===== src/rtl/wols_pkg.sv =====
package wols_pkg;

  localparam int unsigned MAX_WHEELS_DEF = 16;
  localparam int unsigned SUM_W          = 56;
  localparam int unsigned N_SUMS         = 9;
  localparam int unsigned WIDE_W         = 192;
  localparam int unsigned Q_BITS         = 32;
  localparam int unsigned FRAC_SH        = 16;
  localparam int unsigned CNT_W          = $clog2(SUM_W);
  localparam int unsigned IN_W           = 24;
  localparam int unsigned PROD_W         = 2 * IN_W;

  // ceil(2^64 / 1e6) and ceil(2^96 / 1e9)
  localparam logic [WIDE_W-1:0] THR_PLANAR = 192'd18446744073710;
  localparam logic [WIDE_W-1:0] THR_FULL   = 192'd79228162514264337594;

  localparam logic [3:0] PC_FULL   = 4'd0;
  localparam logic [3:0] PC_PLANAR = 4'd9;
  localparam logic [1:0] COL_DET   = 2'd3;

  localparam logic [3:0] IDX_XX = 4'd0;
  localparam logic [3:0] IDX_XY = 4'd1;
  localparam logic [3:0] IDX_XK = 4'd2;
  localparam logic [3:0] IDX_YY = 4'd3;
  localparam logic [3:0] IDX_YK = 4'd4;
  localparam logic [3:0] IDX_KK = 4'd5;
  localparam logic [3:0] IDX_RHS = 4'd6;

  typedef logic signed [SUM_W-1:0] sum_t;
  typedef sum_t [N_SUMS-1:0] sums_t;

  typedef enum logic [2:0] {
    T_IDLE,
    T_ACC,
    T_START,
    T_SOLVE,
    T_FIN
  } top_state_e;

  typedef enum logic [2:0] {
    S_IDLE,
    S_LOADA,
    S_LOADB,
    S_MUL,
    S_ABS,
    S_CHECK,
    S_DIV,
    S_DONE
  } solve_state_e;

  typedef struct packed {
    logic start;
    logic clear;
  } acc_ctrl_t;

  typedef struct packed {
    logic start;
    logic planar;
  } sol_ctrl_t;

  typedef struct packed {
    logic signed [Q_BITS-1:0] delta_x;
    logic signed [Q_BITS-1:0] delta_y;
    logic signed [Q_BITS-1:0] delta_heading;
    logic                     solved;
  } sol_res_t;

  typedef struct packed {
    logic       first;
    logic       neg;
    logic [1:0] ar;
    logic [1:0] ac;
    logic [1:0] br;
    logic [1:0] bc;
    logic       b_tmp;
    logic [1:0] b_t;
    logic       st;
    logic [1:0] st_t;
    logic       last;
  } prog_t;

  // cofactor expansion program, 3x3 then 2x2
  function automatic prog_t prog_entry(input logic [3:0] pc);
    prog_t e;
    case (pc)
      4'd0: e = '{1'b1, 1'b0, 2'd1, 2'd1, 2'd2, 2'd2, 1'b0, 2'd0, 1'b0, 2'd0, 1'b0};
      4'd1: e = '{1'b0, 1'b1, 2'd1, 2'd2, 2'd2, 2'd1, 1'b0, 2'd0, 1'b1, 2'd0, 1'b0};
      4'd2: e = '{1'b1, 1'b0, 2'd1, 2'd0, 2'd2, 2'd2, 1'b0, 2'd0, 1'b0, 2'd0, 1'b0};
      4'd3: e = '{1'b0, 1'b1, 2'd1, 2'd2, 2'd2, 2'd0, 1'b0, 2'd0, 1'b1, 2'd1, 1'b0};
      4'd4: e = '{1'b1, 1'b0, 2'd1, 2'd0, 2'd2, 2'd1, 1'b0, 2'd0, 1'b0, 2'd0, 1'b0};
      4'd5: e = '{1'b0, 1'b1, 2'd1, 2'd1, 2'd2, 2'd0, 1'b0, 2'd0, 1'b1, 2'd2, 1'b0};
      4'd6: e = '{1'b1, 1'b0, 2'd0, 2'd0, 2'd0, 2'd0, 1'b1, 2'd0, 1'b0, 2'd0, 1'b0};
      4'd7: e = '{1'b0, 1'b1, 2'd0, 2'd1, 2'd0, 2'd0, 1'b1, 2'd1, 1'b0, 2'd0, 1'b0};
      4'd8: e = '{1'b0, 1'b0, 2'd0, 2'd2, 2'd0, 2'd0, 1'b1, 2'd2, 1'b0, 2'd0, 1'b1};
      4'd9: e = '{1'b1, 1'b0, 2'd0, 2'd0, 2'd1, 2'd1, 1'b0, 2'd0, 1'b0, 2'd0, 1'b0};
      4'd10: e = '{1'b0, 1'b1, 2'd0, 2'd1, 2'd1, 2'd0, 1'b0, 2'd0, 1'b0, 2'd0, 1'b1};
      default: e = '0;
    endcase
    return e;
  endfunction

  // symmetric normal matrix entry, or rhs when the column is replaced
  function automatic logic [3:0] mat_idx(input logic [1:0] r, input logic [1:0] c,
                                         input logic [1:0] col);
    logic [3:0] idx;
    if (c == col) begin
      idx = IDX_RHS + {2'b00, r};
    end else begin
      case ({r, c})
        4'b0000: idx = IDX_XX;
        4'b0001, 4'b0100: idx = IDX_XY;
        4'b0010, 4'b1000: idx = IDX_XK;
        4'b0101: idx = IDX_YY;
        4'b0110, 4'b1001: idx = IDX_YK;
        default: idx = IDX_KK;
      endcase
    end
    return idx;
  endfunction

  function automatic logic [Q_BITS-1:0] sat_q(input logic [Q_BITS-1:0] q, input logic neg);
    logic [Q_BITS-1:0] r;
    if (q[Q_BITS-1]) begin
      r = neg ? {1'b1, {(Q_BITS-1){1'b0}}} : {1'b0, {(Q_BITS-1){1'b1}}};
    end else begin
      r = neg ? (~q + 1'b1) : q;
    end
    return r;
  endfunction

endpackage


===== src/rtl/wols_accum.sv =====
module wols_accum #(
  parameter int unsigned MAX_WHEELS = wols_pkg::MAX_WHEELS_DEF
) (
  input  logic                clk_i,
  input  logic                rst_ni,
  input  wols_pkg::acc_ctrl_t ctrl_i,
  input  logic signed [15:0]  dir_x_i,
  input  logic signed [15:0]  dir_y_i,
  input  logic signed [23:0]  lever_arm_i,
  input  logic signed [23:0]  travel_i,
  output logic                busy_o,
  output wols_pkg::sums_t     sums_o
);
  import wols_pkg::*;

  localparam int unsigned ROWS_W = $clog2(MAX_WHEELS + 1);

  logic signed [17:0]       rx_q, ry_q;
  logic signed [IN_W-1:0]   rk_q, rm_q;
  logic signed [IN_W-1:0]   op_a, op_b;
  logic signed [PROD_W-1:0] prod_d, prod_q;
  logic [3:0]               step_q;
  logic [3:0]               wr_idx;
  logic                     busy_q;
  logic [ROWS_W-1:0]        rows_q;
  sums_t                    sums_q;
  logic                     take;

  assign take   = ctrl_i.start && (rows_q < ROWS_W'(MAX_WHEELS));
  assign wr_idx = step_q - 4'd1;

  always_comb begin
    op_a = IN_W'(rx_q);
    op_b = IN_W'(rx_q);
    case (step_q)
      4'd0: begin op_a = IN_W'(rx_q); op_b = IN_W'(rx_q); end
      4'd1: begin op_a = IN_W'(rx_q); op_b = IN_W'(ry_q); end
      4'd2: begin op_a = IN_W'(rx_q); op_b = rk_q; end
      4'd3: begin op_a = IN_W'(ry_q); op_b = IN_W'(ry_q); end
      4'd4: begin op_a = IN_W'(ry_q); op_b = rk_q; end
      4'd5: begin op_a = rk_q; op_b = rk_q; end
      4'd6: begin op_a = IN_W'(rx_q); op_b = rm_q; end
      4'd7: begin op_a = IN_W'(ry_q); op_b = rm_q; end
      4'd8: begin op_a = rk_q; op_b = rm_q; end
      default: begin op_a = rk_q; op_b = rm_q; end
    endcase
  end

  assign prod_d = op_a * op_b;

  always_ff @(posedge clk_i) begin
    if (take) begin
      rx_q <= {dir_x_i, 2'b00};
      ry_q <= {dir_y_i, 2'b00};
      rk_q <= lever_arm_i;
      rm_q <= travel_i;
    end
    if (busy_q) begin
      prod_q <= prod_d;
    end
  end

  always_ff @(posedge clk_i or negedge rst_ni) begin
    if (!rst_ni) begin
      busy_q <= 1'b0;
      step_q <= '0;
      rows_q <= '0;
      sums_q <= '0;
    end else if (ctrl_i.clear) begin
      rows_q <= '0;
      sums_q <= '0;
    end else if (take) begin
      busy_q <= 1'b1;
      step_q <= '0;
      rows_q <= rows_q + 1'b1;
    end else if (busy_q) begin
      if (step_q != 4'd0) begin
        sums_q[wr_idx] <= sums_q[wr_idx] + SUM_W'(prod_q);
      end
      if (step_q == 4'd9) begin
        busy_q <= 1'b0;
      end
      step_q <= step_q + 4'd1;
    end
  end

  assign busy_o = busy_q;
  assign sums_o = sums_q;

endmodule


===== config.mk =====
export PLATFORM = sky130hd
export DESIGN_NAME = wols_accum
export DESIGN_NICKNAME = d
export VERILOG_FILES = /design/src/rtl/wols_pkg.sv /design/src/rtl/wols_accum.sv
export SDC_FILE = /design/constraint.sdc
export NUM_CORES = 2
export LEC_CHECK = 0
export BUFFER_PORTS_ARGS = -buffer_cell sky130_fd_sc_hd__buf_2
export CORE_AREA = 2 2 296 414
export DETAILED_ROUTE_END_ITERATION = 10
export DIE_AREA = 0 0 298 416
export HOLD_SLACK_MARGIN = 0.05
export SLEW_MARGIN = 20
export SYNTH_ARGS = -nofsm -noshare
export SYNTH_HDL_FRONTEND = slang
export SYNTH_SLANG_ARGS = --single-unit

===== constraint.sdc =====
create_clock -name clk_i -period 19.87 [get_ports clk_i]
set_clock_uncertainty 0.15 [all_clocks]
set_input_delay 1.987 -clock clk_i [delete_from_list [all_inputs] [get_ports clk_i]]
set_output_delay 1.987 -clock clk_i [all_outputs]
set_load 0.01 [all_outputs]

==> results.json <==
{
  "worst_slew_pin_slew_ps": 1210,
  "synth_nets": 6558,
  "place_congestion": 0.966,
  "cp_max_fo": 33,
  "ios": 589,
  "crit_buf_inv": 6,
  "hold_path_class": "reg2reg",
  "drtPass1Iterations": 6,
  "cp_data_arrival_time_ps": 11370,
  "fillers": 11400,
  "max_freq_mhz": 89.9,
  "clk_path_buf_depth": 3,
  "syn_inst": 5669,
  "final_max_slew_viol_count": 0,
  "max_cap_viol_count": 0,
  "synth_edf_count": 128,
  "coreArea_um2": 121000,
  "rsz0062_at_grt": "no",
  "cp_top_family": "adder cells",
  "drtAntennaViolNets": 0,
  "grt_remaining_overflow": 0,
  "antenna_found_initial": 4,
  "rr_startpoint": "step_q[0]$_DFFE_PN0P_",
  "synth_area_um2": 53800,
  "synth-warning-count": 0,
  "root_buffer": "clkbuf_16",
  "ys_types": 85,
  "drive_gt1_share_pct": 16.3,
  "synth.yosys.seq_area_share_pct": 31.1,
  "postCtsSetupBuffers": 0,
  "cp.depth": 32,
  "fin_nets": 6962,
  "endpoint": "prod_q[46]$_DFFE_PP_",
  "ys_top_cells_by_area": "dfrtp_1, fa_1, nand2_1",
  "die-area_um2": 124000,
  "cts_hold_buf": 0,
  "worstPathRequired_ps": 20120,
  "htree_num_levels": 3,
  "ff2ff_setup_slack_ps": 8750,
  "reg2regPathDepth": 32,
  "cpPeakStageDelay_ps": 860,
  "period_minus_slack_ps": 11120,
  "cts_resized": 0,
  "tritoncts": "built",
  "clock_sinks": 642,
  "grt_pass1_wl_mm": 302,
  "finalSetupViolCount": 0,
  "insertion_delay_ps": 670,
  "critPathCaptureType": "flop",
  "cts-buffers-inserted": 69,
  "synth-seq-cells": 642,
  "avgSynthCellArea_um2": 9.48,
  "crit_type": "reg2reg",
  "synth_top_area_cell": "dfrtp_1",
  "vias": 45100,
  "area_delta_synth_final_pct": 12.9,
  "dieWidth_um": 298,
  "track_usage_pct": 32.6,
  "grt_pass1_vias": 45500,
  "rows": 151,
  "netlist.area_leader.share_pct": 23.9,
  "crit_path_frequent_cell": "fa_1",
  "start_util_pct": 44.6,
  "avgViaCountPerCell": 5.83,
  "place_hpwl_mm": 151,
  "dr.first_iter.drc_count": 4284,
  "relSlewSlack_pct": 18.7,
  "rr_endpoint": "prod_q[46]$_DFFE_PP_",
  "port_buffers": 588,
  "setup_tns_ps": 0,
  "wl_mm": 203,
  "crit_path_start": "step_q[0]$_DFFE_PN0P_",
  "hold_violations": 0,
  "synthFlopType": "dfrtp_1",
  "outcome": "completed",
  "ys_async_sr_fraction_pct": 80.1,
  "startpoint_type": "flop",
  "grt_max_degree": 120,
  "cpMaxStageDelayCell": "dfrtp_4",
  "cts.clk_slew.worst_paths_ps": 60,
  "die_y_um": 416,
  "drc": 0,
  "period_share_pct": 56.0,
  "wl_per_cell_um": 26.2
}
per-stage QoR:
step	worst slack, ps	instances	hold WS [ps]	cell area, um^2	util, %
after CTS	8690	7734	355	60600	50.3
after global placement	8920	7608	322	58300	48.4
after floorplan	9680	5669	307	53800	-
after global routing	8230	7734	391	60700	50.3
after detailed placement	8690	7608	343	58400	48.4
final	8750	7735	350	60700	50.3
synthesized netlist by cell type (10+ instances only):
cell type,instances
inv_1,611
nand2_1,1028
o21a_1,14
ha_1,197
and2_1,41
nand4_1,15
nand3b_1,72
buf_2,28
dfrtp_1,514
xor2_1,30
mux2i_1,72
nor3_1,23
edfxtp_1,128
or3_1,35
o21ai_0,158
a2111o_1,10
a21o_1,66
nor2b_1,15
a21oi_1,510
a211oi_1,20
o211ai_1,19
a31oi_1,18
mux4_2,112
nor2_1,506
buf_1,24
xnor2_1,63
a311oi_1,10
nand2b_1,22
a211o_1,11
o311ai_0,24
nand3_1,148
or2_2,10
a221o_1,23
a221oi_1,21
o22ai_1,12
clkbuf_1,305
and3_1,16
a222oi_1,10
fa_1,608
cells by family after synthesis:
logic type	share of synthesized area, %
buffers and inverters	6.84
AND/OR/NAND/NOR	15.5
multiplexers	6.07
AO/OA/AOI/OAI	11.8
adder cells (fa/ha/maj)	27.2
XOR/XNOR	1.55
flip-flops	31.1
cell usage in the layout (no fill, tap or decap), types with 16 or more instances in the layout:
cell type	n
nand2_1	1020
inv_1	611
fa_1	608
buf_2	586
dfrtp_1	512
a21oi_1	505
nor2_1	501
ha_1	196
o21ai_0	158
nand3_1	148
edfxtp_1	128
mux4_2	112
buf_4	100
mux2i_1	72
nand3b_1	72
clkbuf_16	71
a21o_1	66
xnor2_1	58
or3_1	34
and2_1	33
xor2_1	26
o311ai_0	24
a221o_1	23
nor3_1	22
nand2b_1	22
a221oi_1	20
a211oi_1	19
o211ai_1	19
a31oi_1	18
clkbuf_1	16
how the worst min path moves through the flow:
| stage | cells past startpoint | from | to | slack (ps) |
|---|---|---|---|---|
| final | 2 | rows_q[4]$_DFFE_PN0P_ | rows_q[4]$_DFFE_PN0P_ | 350 |
| after floorplan | 2 | rows_q[4]$_DFFE_PN0P_ | rows_q[4]$_DFFE_PN0P_ | 310 |
| after CTS | 2 | rows_q[4]$_DFFE_PN0P_ | rows_q[4]$_DFFE_PN0P_ | 360 |
| after global routing | 2 | rows_q[4]$_DFFE_PN0P_ | rows_q[4]$_DFFE_PN0P_ | 390 |
| after detailed placement | 2 | rows_q[4]$_DFFE_PN0P_ | rows_q[4]$_DFFE_PN0P_ | 340 |
| after global placement | 2 | rows_q[4]$_DFFE_PN0P_ | rows_q[4]$_DFFE_PN0P_ | 320 |
metal layers:
layer	track usage, %	wire length [um]	up-vias	part of all wire [%]
met5	0	83	-	0.041
met2	53.4	95900	2399	47
met1	41.0	76100	22700	37
li1	-	-	19500	-
met3	6.62	19000	486	9.3
met4	16.6	12000	6	5.9
cell type report:
type	instances	area, um^2	share of cell area [%]
Multi-Input combinational cell	4057	33600	55.4
Clock inverter	25	240	0.396
Antenna cell	1	2.50	0.00412
Clock buffer	101	2030	3.35
Timing Repair Buffer	690	3740	6.16
Sequential cell	642	16700	27.5
Inverter	613	2300	3.79
Tap cell	1606	2010	3.31
sequential cells by signal, summed over array words and instances (netlist names), 4 cells and up:
name    cells
prod_q     48
rk_q       24
rm_q       24
rows_q      5
rx_q       16
ry_q       16
step_q      4
sums_o    504
worst reg2reg max path: cells and delay by family (launching register included):
| family | cells | cell delay, ps |
|---|---|---|
| adder cells (fa/ha/maj) | 9 | 4170 |
| AO/OA/AOI/OAI | 7 | 2530 |
| AND/OR/NAND/NOR | 9 | 2010 |
| buffers and inverters | 6 | 1030 |
| flip-flops | 1 | 860 |
| multiplexers | 1 | 120 |
Power is not shown: default switching activity piles up to over one toggle a cycle in this logic, so the estimate is an artifact.
